## src/rtl/xyz_lab_pkg.sv

```systemverilog
`timescale 1ns / 1ps
// ----------------------------------------------------------------------------
// xyz_lab_pkg
// Shared types and constants for the XYZ to L*a*b* pipeline.
// ----------------------------------------------------------------------------
package xyz_lab_pkg;

  localparam int DIV_STEPS  = 61;   // quotient bits of n*2^45/d
  localparam int ROOT_STEPS = 21;   // root bits of a 63-bit radicand

  typedef enum logic [1:0] {
    REG_WHITE_X = 2'd0,
    REG_WHITE_Y = 2'd1,
    REG_WHITE_Z = 2'd2
  } reg_idx_t;

  // one channel of the restoring divider: cube lane and linear lane
  typedef struct packed {
    logic [15:0] d;
    logic        cube;
    logic [15:0] rq;
    logic [60:0] nq;
    logic [15:0] rl;
    logic [60:0] nl;
  } div_ch_t;

  typedef struct packed {
    logic               vld;
    div_ch_t [2:0]      ch;
  } div_t;

  // one channel of the digit-by-digit cube root
  typedef struct packed {
    logic        cube;
    logic [21:0] p;
    logic [47:0] rem;
    logic [20:0] r;
    logic [41:0] r2;
    logic [62:0] qs;
  } root_ch_t;

  typedef struct packed {
    logic               vld;
    root_ch_t [2:0]     ch;
  } root_t;

endpackage

```

## src/rtl/xyz_lab_div_cell.sv

```systemverilog
`timescale 1ns / 1ps
// ----------------------------------------------------------------------------
// xyz_lab_div_cell
// One restoring-division step for all three channels, two lanes each.
// ----------------------------------------------------------------------------
module xyz_lab_div_cell (
  input  logic              clk,
  input  logic              rst_n,
  input  logic              adv,
  input  xyz_lab_pkg::div_t st_i,
  output xyz_lab_pkg::div_t st_o
);
  import xyz_lab_pkg::*;

  div_t st_r;
  div_t st_nxt;

  always_comb begin
    logic [16:0] rem2q;
    logic [16:0] rem2l;
    st_nxt = st_i;
    for (int c = 0; c < 3; c++) begin
      rem2q = {st_i.ch[c].rq, st_i.ch[c].nq[60]};
      rem2l = {st_i.ch[c].rl, st_i.ch[c].nl[60]};
      if (rem2q >= {1'b0, st_i.ch[c].d}) begin
        st_nxt.ch[c].rq = 16'(rem2q - {1'b0, st_i.ch[c].d});
        st_nxt.ch[c].nq = {st_i.ch[c].nq[59:0], 1'b1};
      end else begin
        st_nxt.ch[c].rq = rem2q[15:0];
        st_nxt.ch[c].nq = {st_i.ch[c].nq[59:0], 1'b0};
      end
      if (rem2l >= {1'b0, st_i.ch[c].d}) begin
        st_nxt.ch[c].rl = 16'(rem2l - {1'b0, st_i.ch[c].d});
        st_nxt.ch[c].nl = {st_i.ch[c].nl[59:0], 1'b1};
      end else begin
        st_nxt.ch[c].rl = rem2l[15:0];
        st_nxt.ch[c].nl = {st_i.ch[c].nl[59:0], 1'b0};
      end
    end
  end

  always_ff @(posedge clk) begin
    if (!rst_n) begin
      st_r.vld <= 1'b0;
    end else if (adv) begin
      st_r <= st_nxt;
    end
  end

  assign st_o = st_r;

endmodule

```

## config.mk

```make
export PLATFORM = sky130hd
export DESIGN_NAME = xyz_lab_div_cell
export DESIGN_NICKNAME = d
export VERILOG_FILES = /design/src/rtl/xyz_lab_pkg.sv /design/src/rtl/xyz_lab_div_cell.sv
export SDC_FILE = /design/constraint.sdc
export NUM_CORES = 1
export LEC_CHECK = 0
export BUFFER_PORTS_ARGS = -buffer_cell sky130_fd_sc_hd__buf_2
export CORE_AREA = 2 2 399 401
export CTS_CLUSTER_SIZE = 20
export DETAILED_ROUTE_END_ITERATION = 10
export DIE_AREA = 0 0 401 403
export SYNTH_ARGS = -nofsm -noshare
export SYNTH_HDL_FRONTEND = slang
export SYNTH_SLANG_ARGS = --single-unit
export TNS_END_PERCENT = 5
```

## constraint.sdc

```tcl
create_clock -name clk -period 16.2 [get_ports clk]
set_input_delay 0.81 -clock clk [delete_from_list [all_inputs] [get_ports clk]]
set_output_delay 0.81 -clock clk [all_outputs]
set_load 0.01 [all_outputs]
```

==> out/results.tsv <==
stage	metric	value	unit
floorplan	IO Pins	1031	
synth	post-synthesis cell type count	62	
setup_path	Worst setup SP type	primary input	
global_route	gr usage total	0.1430	
clocking	Clock Latency Late Sink	660	ps
routing	routed wl met3	13440	um
finish	number of flip-flops in the largest register	514	
placed_design	RD Place Congestion	0.9078	
clocking	H-tree Lvls	3	
global_route	first-pass GRT wire length	152000	um
clocking	cts hold-fix bufs	0	
floorplan	CORE AREA	157500	um^2
placed_design	worst slack at placement	11730	ps
routing	routed vias/inst	3.656	
clocking	CTS root buffer	clkbuf_16	
clocking	post-CTS setup repair buffer count	0	
synth	predominant post-synthesis flop cell	edfxtp_1	
synth	Ys Warns	0	
floorplan	row count	146	
synth	ranking of synthesized cells by area	edfxtp_1 (73%), ha_1 (5.7%), mux2_2 (3.0%), a21oi_1 (1.7%), xnor2_1 (1.7%)	
status	status	finished clean	
flow_run	max cap viols	0	
setup_path	critical path class	primary input to register	
synth	syn_area_per_cell	16.13	um^2
synth	Seq/Total Area, Yosys	0.7268	
setup_path	critical path peak fanout	79	
routing	M1 WL	45910	um
synth	share of Yosys cell area claimed by the top area cell type	0.7258	
finish	share of cells above drive strength 1	0.4947	
sta	Fin Hold WS	304.6	ps
synth	Mapped Area	21220	um^2
floorplan	Die X-Extent	401	um
sta	unrepaired setup endpoints after global routing	no	
routing	Met2 Wirelength	58000	um
finish	area grow syn2layout	47.80	%
finish	fillers	17180	
synth	EDFF count, synth	513	
clocking	post_cts resized	0	
clocking	CTS tree	done	
finish	Final #Nets	3027	
setup_path	Critical Path RT	16500	ps
routing	Antenna Nets Post-Route	0	
sta	worst clock skew	0	ps
floorplan	Starting Density	0.1348	
routing	Iter 0 DRT Violations	1343	
pwr	PD cells	121.8	nW/um^2
sta	Max-slew headroom	0.08908	
synth	Mapped Cells	1316	
pwr	VDD IR max	0.07596	mV
global_route	antenna violations before repair	86	
placed_design	DP HPWL	102100	um
routing	DRC viols	0	
sta	max-slew violations	0	
routing	Wirelength per Cell	26.51	um
routing	max layer used	met5	
clocking	Clock transition at path regs	70	ps
sta	Finish-stage setup viols	0	
sta	crit share post-route	0.2334	
finish	commonest non-fill, non-tap cells in the layout	buf_2 (1030), edfxtp_1 (513), ha_1 (96), inv_1 (75), a21oi_1 (72)	
floorplan	Die Area	161600	um^2
sta	slew at the pin closest to its max-slew limit	1366	ps
sta	sum of negative setup slack	0	ps
synth	Synthesized Nets	1935	
sta	Highest Clock Rate	264.5	MHz
global_route	GRT Residual Overflow	0	
global_route	vias in the first global route	16090	
synth	biggest area consumer among synthesized cells	edfxtp_1	
sta	Final min period	3781	ps
sta	Final Hold Fails	0	
synth	Seq cells post-synth	514	
clocking	CTS sink cnt	514	
routing	TritonRoute pass-1 iters	5	
pwr	Leak	12.77	nW
synth	Async S/R FF share, synth	0	
finish	commonest non-fill, non-tap cell in the layout	buf_2	
floorplan	Die Span Y	403	um
setup_path	crit path capture type	register	
clocking	Clock Tree Buf Depth	3	
placed_design	port bufs	1030	
hold_path	Hold/Removal Path Class	primary input to register	
clocking	total CTS buffers	68	
sta	final worst slack	12420	ps
routing	drt total wl	120900	um
setup_path	Worst EP arrival	4080	ps
global_route	largest net degree at the start of global routing	160	
routing	vias	16670	
-- synthesized netlist by cell type, drive strengths merged (6+ instances only) --
| cell | instances |
|---|---|
| fa | 6 |
| nand4 | 13 |
| mux2 | 64 |
| nand3 | 14 |
| xor2 | 23 |
| edfxtp | 513 |
| a31oi | 15 |
| nand2 | 61 |
| ha | 96 |
| a21oi | 73 |
| nor3 | 9 |
| buf | 11 |
| o21bai | 7 |
| and3 | 6 |
| nor2 | 48 |
| inv | 75 |
| o21ai | 64 |
| nand2b | 9 |
| o21a | 23 |
| mux2i | 12 |
| o31a | 11 |
| o211ai | 6 |
| a21o | 16 |
| xnor2 | 40 |
| nor2b | 25 |
| and2 | 6 |
| o31ai | 10 |
| or3 | 7 |
-- metal layers --
metal | vias to the layer above | track usage
li1 | 7310 | -
met1 | 8283 | 0.1648
met2 | 872 | 0.2386
met3 | 167 | 0.06003
met4 | 40 | 0.04628
met5 | - | 0
-- path summary, 6_finish.rpt --
check	from	end	slack [ps]	cells after the start
setup reg to reg	st_o[513]$_SDFFE_PN0P_	st_o[513]$_SDFFE_PN0P_	15560	2
hold / removal	st_i[456]	st_o[457]$_DFFE_PP_	300	1
hold reg to reg	st_o[513]$_SDFFE_PN0P_	st_o[513]$_SDFFE_PN0P_	580	2
setup / recovery	adv	st_o[383]$_DFFE_PP_	12420	5
-- power by group --
group | total, W | internal (W) | switching [W]
combinational | 0.000578 | 0.000226 | 0.000352
sequential | 0.00163 | 0.00159 | 0.0000434
clock | 0.00161 | 0.000960 | 0.000652
total | 0.00382 | 0.00277 | 0.00105
-- metrics by stage --
step           cells  cell area (um^2)  total power (W)    util
6_report        4560             31370         0.003821  0.1992
5_1_grt         4534             31310         0.003970  0.1988
4_1_cts         4532             31300         0.003895  0.1988
3_5_place_dp    4410             28970         0.002247  0.1840
3_3_place_gp    4410             28970         0.002244  0.1840
2_1_floorplan   1316             21220         0.001946       -
-- area by class of cell --
| class | count | area [um^2] | share of cell area |
|---|---|---|---|
| Clock buffer | 82 | 1797 | 0.05727 |
| Antenna cell | 28 | 70.07 | 0.002234 |
| Sequential cell | 514 | 15420 | 0.4917 |
| Timing Repair Buffer | 1038 | 5228 | 0.1666 |
| Inverter | 75 | 281.5 | 0.008974 |
| Clock inverter | 40 | 530.5 | 0.01691 |
| Multi-Input combinational cell | 711 | 5446 | 0.1736 |
| Tap cell | 2072 | 2592 | 0.08264 |
-- kinds of logic after synthesis --
logic type	after synthesis	synth area share
simple gates	211	0.04905
fa+ha+maj	102	0.06225
buf+inv	91	0.01739
flops	514	0.7268
xor+xnor	63	0.02600
compound gates	259	0.07770
mux	76	0.04085
-- worst max-delay path: stages --
cell and delay [ps]:
buf_2 100, and2_4 560, buf_4 910, buf_4 660, buf_4 830
Power figures use the tool's default switching activity.
