===== config.mk =====
export PLATFORM = sky130hd
export DESIGN_NAME = xyz_lab_root_cell
export DESIGN_NICKNAME = d
export VERILOG_FILES = /design/src/rtl/xyz_lab_pkg.sv /design/src/rtl/xyz_lab_root_cell.sv
export SDC_FILE = /design/constraint.sdc
export NUM_CORES = 1
export LEC_CHECK = 0
export BUFFER_PORTS_ARGS = -buffer_cell sky130_fd_sc_hd__buf_2
export CAP_MARGIN = 10
export CORE_AREA = 8 8 457 459
export DETAILED_ROUTE_END_ITERATION = 10
export DIE_AREA = 0 0 465 467
export PLACE_DENSITY = 0.49
export SLEW_MARGIN = 20
export SYNTH_ARGS = -nofsm -noshare
export SYNTH_HDL_FRONTEND = slang
export SYNTH_SLANG_ARGS = --single-unit

===== constraint.sdc =====
create_clock -name clk -period 21.6 [get_ports clk]
set_input_delay 3.24 -clock clk [delete_from_list [all_inputs] [get_ports clk]]
set_output_delay 3.24 -clock clk [all_outputs]
set_load 0.02 [all_outputs]

===== src/rtl/xyz_lab_pkg.sv =====
`timescale 1ns / 1ps
// ----------------------------------------------------------------------------
// xyz_lab_pkg
// Shared types and constants for the XYZ to L*a*b* pipeline.
// ----------------------------------------------------------------------------
package xyz_lab_pkg;

  localparam int DIV_STEPS  = 61;   // quotient bits of n*2^45/d
  localparam int ROOT_STEPS = 21;   // root bits of a 63-bit radicand

  typedef enum logic [1:0] {
    REG_WHITE_X = 2'd0,
    REG_WHITE_Y = 2'd1,
    REG_WHITE_Z = 2'd2
  } reg_idx_t;

  // one channel of the restoring divider: cube lane and linear lane
  typedef struct packed {
    logic [15:0] d;
    logic        cube;
    logic [15:0] rq;
    logic [60:0] nq;
    logic [15:0] rl;
    logic [60:0] nl;
  } div_ch_t;

  typedef struct packed {
    logic               vld;
    div_ch_t [2:0]      ch;
  } div_t;

  // one channel of the digit-by-digit cube root
  typedef struct packed {
    logic        cube;
    logic [21:0] p;
    logic [47:0] rem;
    logic [20:0] r;
    logic [41:0] r2;
    logic [62:0] qs;
  } root_ch_t;

  typedef struct packed {
    logic               vld;
    root_ch_t [2:0]     ch;
  } root_t;

endpackage


===== src/rtl/xyz_lab_root_cell.sv =====
`timescale 1ns / 1ps
// ----------------------------------------------------------------------------
// xyz_lab_root_cell
// One cube-root digit step for all three channels (3 radicand bits in).
// ----------------------------------------------------------------------------
module xyz_lab_root_cell (
  input  logic               clk,
  input  logic               rst_n,
  input  logic               adv,
  input  xyz_lab_pkg::root_t st_i,
  output xyz_lab_pkg::root_t st_o
);
  import xyz_lab_pkg::*;

  root_t st_r;
  root_t st_nxt;

  always_comb begin
    logic [47:0] rem8;
    logic [47:0] trial;
    st_nxt = st_i;
    for (int c = 0; c < 3; c++) begin
      rem8  = {st_i.ch[c].rem[44:0], st_i.ch[c].qs[62:60]};
      // (2r+1)^3 - 8r^3 = 12r^2 + 6r + 1
      trial = {3'b0, st_i.ch[c].r2, 3'b0} + {4'b0, st_i.ch[c].r2, 2'b0}
            + {25'b0, st_i.ch[c].r, 2'b0} + {26'b0, st_i.ch[c].r, 1'b0} + 48'd1;
      st_nxt.ch[c].qs = {st_i.ch[c].qs[59:0], 3'b0};
      if (rem8 >= trial) begin
        st_nxt.ch[c].rem = rem8 - trial;
        st_nxt.ch[c].r   = {st_i.ch[c].r[19:0], 1'b1};
        st_nxt.ch[c].r2  = {st_i.ch[c].r2[39:0], 2'b0}
                         + {19'b0, st_i.ch[c].r, 2'b0} + 42'd1;
      end else begin
        st_nxt.ch[c].rem = rem8;
        st_nxt.ch[c].r   = {st_i.ch[c].r[19:0], 1'b0};
        st_nxt.ch[c].r2  = {st_i.ch[c].r2[39:0], 2'b0};
      end
    end
  end

  always_ff @(posedge clk) begin
    if (!rst_n) begin
      st_r.vld <= 1'b0;
    end else if (adv) begin
      st_r <= st_nxt;
    end
  end

  assign st_o = st_r;

endmodule


==> run_results.csv <==
group,metric,value,unit
outcome,status,"finished clean",
synthesis,synth.avg_cell_area,10.5,um^2
cells_and_area,seqCellArea,17400,um^2
global_routing,grt_start_max_net_pins,110,
route,dr.pass1.iters,6,
critical_path,critPathSlowestCell,"a2111oi_0",
synthesis,ys_ff_latch,580,
placed_design,numPortBuffers,1165,
cells_and_area,syn_to_final_growth,26.8,%
route,drt_first_iter_violations,2940,
cells_and_area,largest_register_ffs,580,
critical_path,crit_type,"input port to flip-flop",
critical_path,worst-path-max-fanout,76,
sta,timing.fmax,87.6,MHz
clock_tree,ctsHtreeMaxLevel,3,
sta,setup_tns,0,ns
floorplanning,dieHeight,467,um
cells_and_area,layout.filler_cells,21534,
cells_and_area,nets,6426,
synthesis,synth-edff-count,579,
synthesis,yosys_warnings,0,
sta,slew_violations,0,
critical_path,critical-path-top-delay-family,"compound AO/OA/AOI/OAI gates",
pwr,p_leak,23.9,nW
route,ant_nets,0,
clock_tree,cts_hold_buf,0,
critical_path,cp-start-kind,"input port",
sta,timing.final.crit_period,11.42,ns
clock_tree,path_clk_slew,0.06,ns
global_routing,grt_pass1_wl,267,mm
clock_tree,insertion_delay,0.72,ns
route,wl_per_cell,24.1,um
sta,fin_crit_sh,52.9,%
flow_run,cap_violations,0,
synthesis,yosys.cell_types.count,96,
sta,worst_hold_slack,0.594,ns
floorplanning,row_count,165,
clock_tree,cts_tree,"done",
critical_path,worst_ep_arrival_time,11.83,ns
clock_tree,postCtsSetupBuffers,0,
sta,setup_viol,0,
route,dr_total_vias,37106,
route,wl,194,mm
global_routing,overflow,0,
synthesis,synthesis.area,42800,um^2
clock_tree,cts_resized,0,
route,via_per_inst,4.62,
global_routing,antenna_found_initial,119,
pwr,ir_worst_vdd,0.0000651,V
synthesis,syn-instance-count,4090,
floorplanning,core,201000,um^2
sta,tightest_slew,1.33,ns
critical_path,cp-end-kind,"flip-flop",
min_path,min_path_type,"flip-flop to flip-flop",
route,drc_errors,0,
placed_design,dp_hpwl,164,mm
floorplanning,start_util,21.2,%
sta,hold_viol,0,
clock_tree,numClockSinks,580,
synthesis,synthFlopType,"edfxtp_1",
critical_path,required,22.01,ns
global_routing,grt_pass1_vias,36638,
placed_design,pre_cts_slack,9.38,ns
clock_tree,ctsLongestPathBuffers,3,
floorplanning,pin_count,1187,
cells_and_area,multi_input_area,23600,um^2
global_routing,grt_usage,16.8,%
floorplanning,die_w,465,um
cells_and_area,drive_gt1_share,25.5,%
pwr,p_total,0.00601,W
sta,slew_headroom,10.7,%
synthesis,async_flop_share,0,%
sta,setup_ws,10.18,ns
pwr,p_per_area,111,nW/um^2
placed_design,gp_congestion,0.975,
critical_path,cp_slowest_stage_delay,0.82,ns
floorplanning,die_area,217000,um^2
synthesis,synth-seq-area-share,40.7,%
sta,clock_skew,0,ns
critical_path,crit_top_cell,"o21ai_0",
clock_tree,clock-root-buffer,"clkbuf_16",
clock_tree,cts-buffers-inserted,76,
critical_path,worst-path-buf-inv,6,
sta,rsz0062_at_grt,"no",
where the power goes:
| group | leakage, nW | total (W) | internal, W | switching [W] |
|---|---|---|---|---|
| clock | 1.18 | 0.00129 | 0.000710 | 0.000578 |
| combinational | 17.3 | 0.00318 | 0.00115 | 0.00203 |
| sequential | 5.43 | 0.00154 | 0.00149 | 0.0000524 |
| total | 23.9 | 0.00601 | 0.00335 | 0.00266 |
cell families after synthesis:
logic type | count (synthesis) | share of synthesized area (%)
adder cells (fa/ha/maj) | 588 | 19.5
other | 1 | 0.00877
AO/OA/AOI/OAI | 1199 | 17.6
buffers and inverters | 448 | 4.25
multiplexers | 19 | 0.489
XOR/XNOR | 351 | 7.19
AND/OR/NAND/NOR | 904 | 10.3
flip-flops | 580 | 40.7
layout make-up:
| class | instances | share of cell area [%] |
|---|---|---|
| antenna | 65 | 0.300 |
| clock buffer | 89 | 3.60 |
| clock inverter | 47 | 0.958 |
| inverter | 330 | 2.29 |
| multi-input combinational | 3073 | 43.5 |
| sequential | 580 | 32.1 |
| tap | 2672 | 6.17 |
| timing repair buffer | 1182 | 11.0 |
per-layer routing:
layer	up-vias	part of all wire (%)	wire length, um	global-route usage (%)
met1	17856	40	77100	20.0
li1	17328	-	-	-
met3	328	9.0	17400	5.43
met4	58	4.2	8190	7.06
met5	-	0.18	345	0
met2	1536	47	90500	27.9
Yosys cell counts (39+ instances only):
cell type	instances	area, um^2
ha_1	459	5740
o21bai_1	56	420
o21ai_0	318	1590
xor2_1	168	1470
fa_1	129	2580
a21oi_1	332	1660
clkbuf_1	58	218
inv_1	327	1230
o21a_1	43	323
nand2_1	351	1320
xnor2_1	183	1600
nand4_1	53	332
a31oi_1	39	244
a21o_1	210	1580
nor3_1	43	215
nor2_1	160	601
edfxtp_1	579	17400
nand3_1	74	370
and3_1	46	288
layout by cell type, fill, tap and decap left out, types with 74 or more instances in the layout:
master / netlist / routed
clkbuf_16: 0 / 76
xnor2_1: 183 / 183
nand3_1: 74 / 74
fa_1: 129 / 129
ha_1: 459 / 459
a21o_1: 210 / 210
nand2_1: 351 / 351
xor2_1: 168 / 168
edfxtp_1: 579 / 579
inv_1: 327 / 327
a21oi_1: 332 / 332
buf_2: 34 / 1165
nor2_1: 160 / 160
o21ai_0: 318 / 317
final timing paths:
check	startpoint	to	slack, ns	cells after the start
setup / recovery	st_i[458]	st_o[537]	10.18	28
hold / removal	st_o[591]	st_o[591]	0.59	2
setup reg to reg	st_o[591]	st_o[591]	20.94	2
hold reg to reg	st_o[591]	st_o[591]	0.59	2
stage by stage:
| step | cell area, um^2 | std cells | utilization, % |
|---|---|---|---|
| after floorplan | 42800 | 4101 | - |
| after global placement | 51600 | 7837 | 25.6 |
| after detailed placement | 51600 | 7837 | 25.6 |
| after CTS | 54000 | 7973 | 26.8 |
| after global routing | 54100 | 8007 | 26.9 |
| final | 54200 | 8038 | 26.9 |
worst register-to-register path: stages (launching register included):
cell and delay [ns]:
dfxtp_1 0.40, mux2i_1 0.10, nor2b_1 0.10
Power figures use the tool's default switching activity.
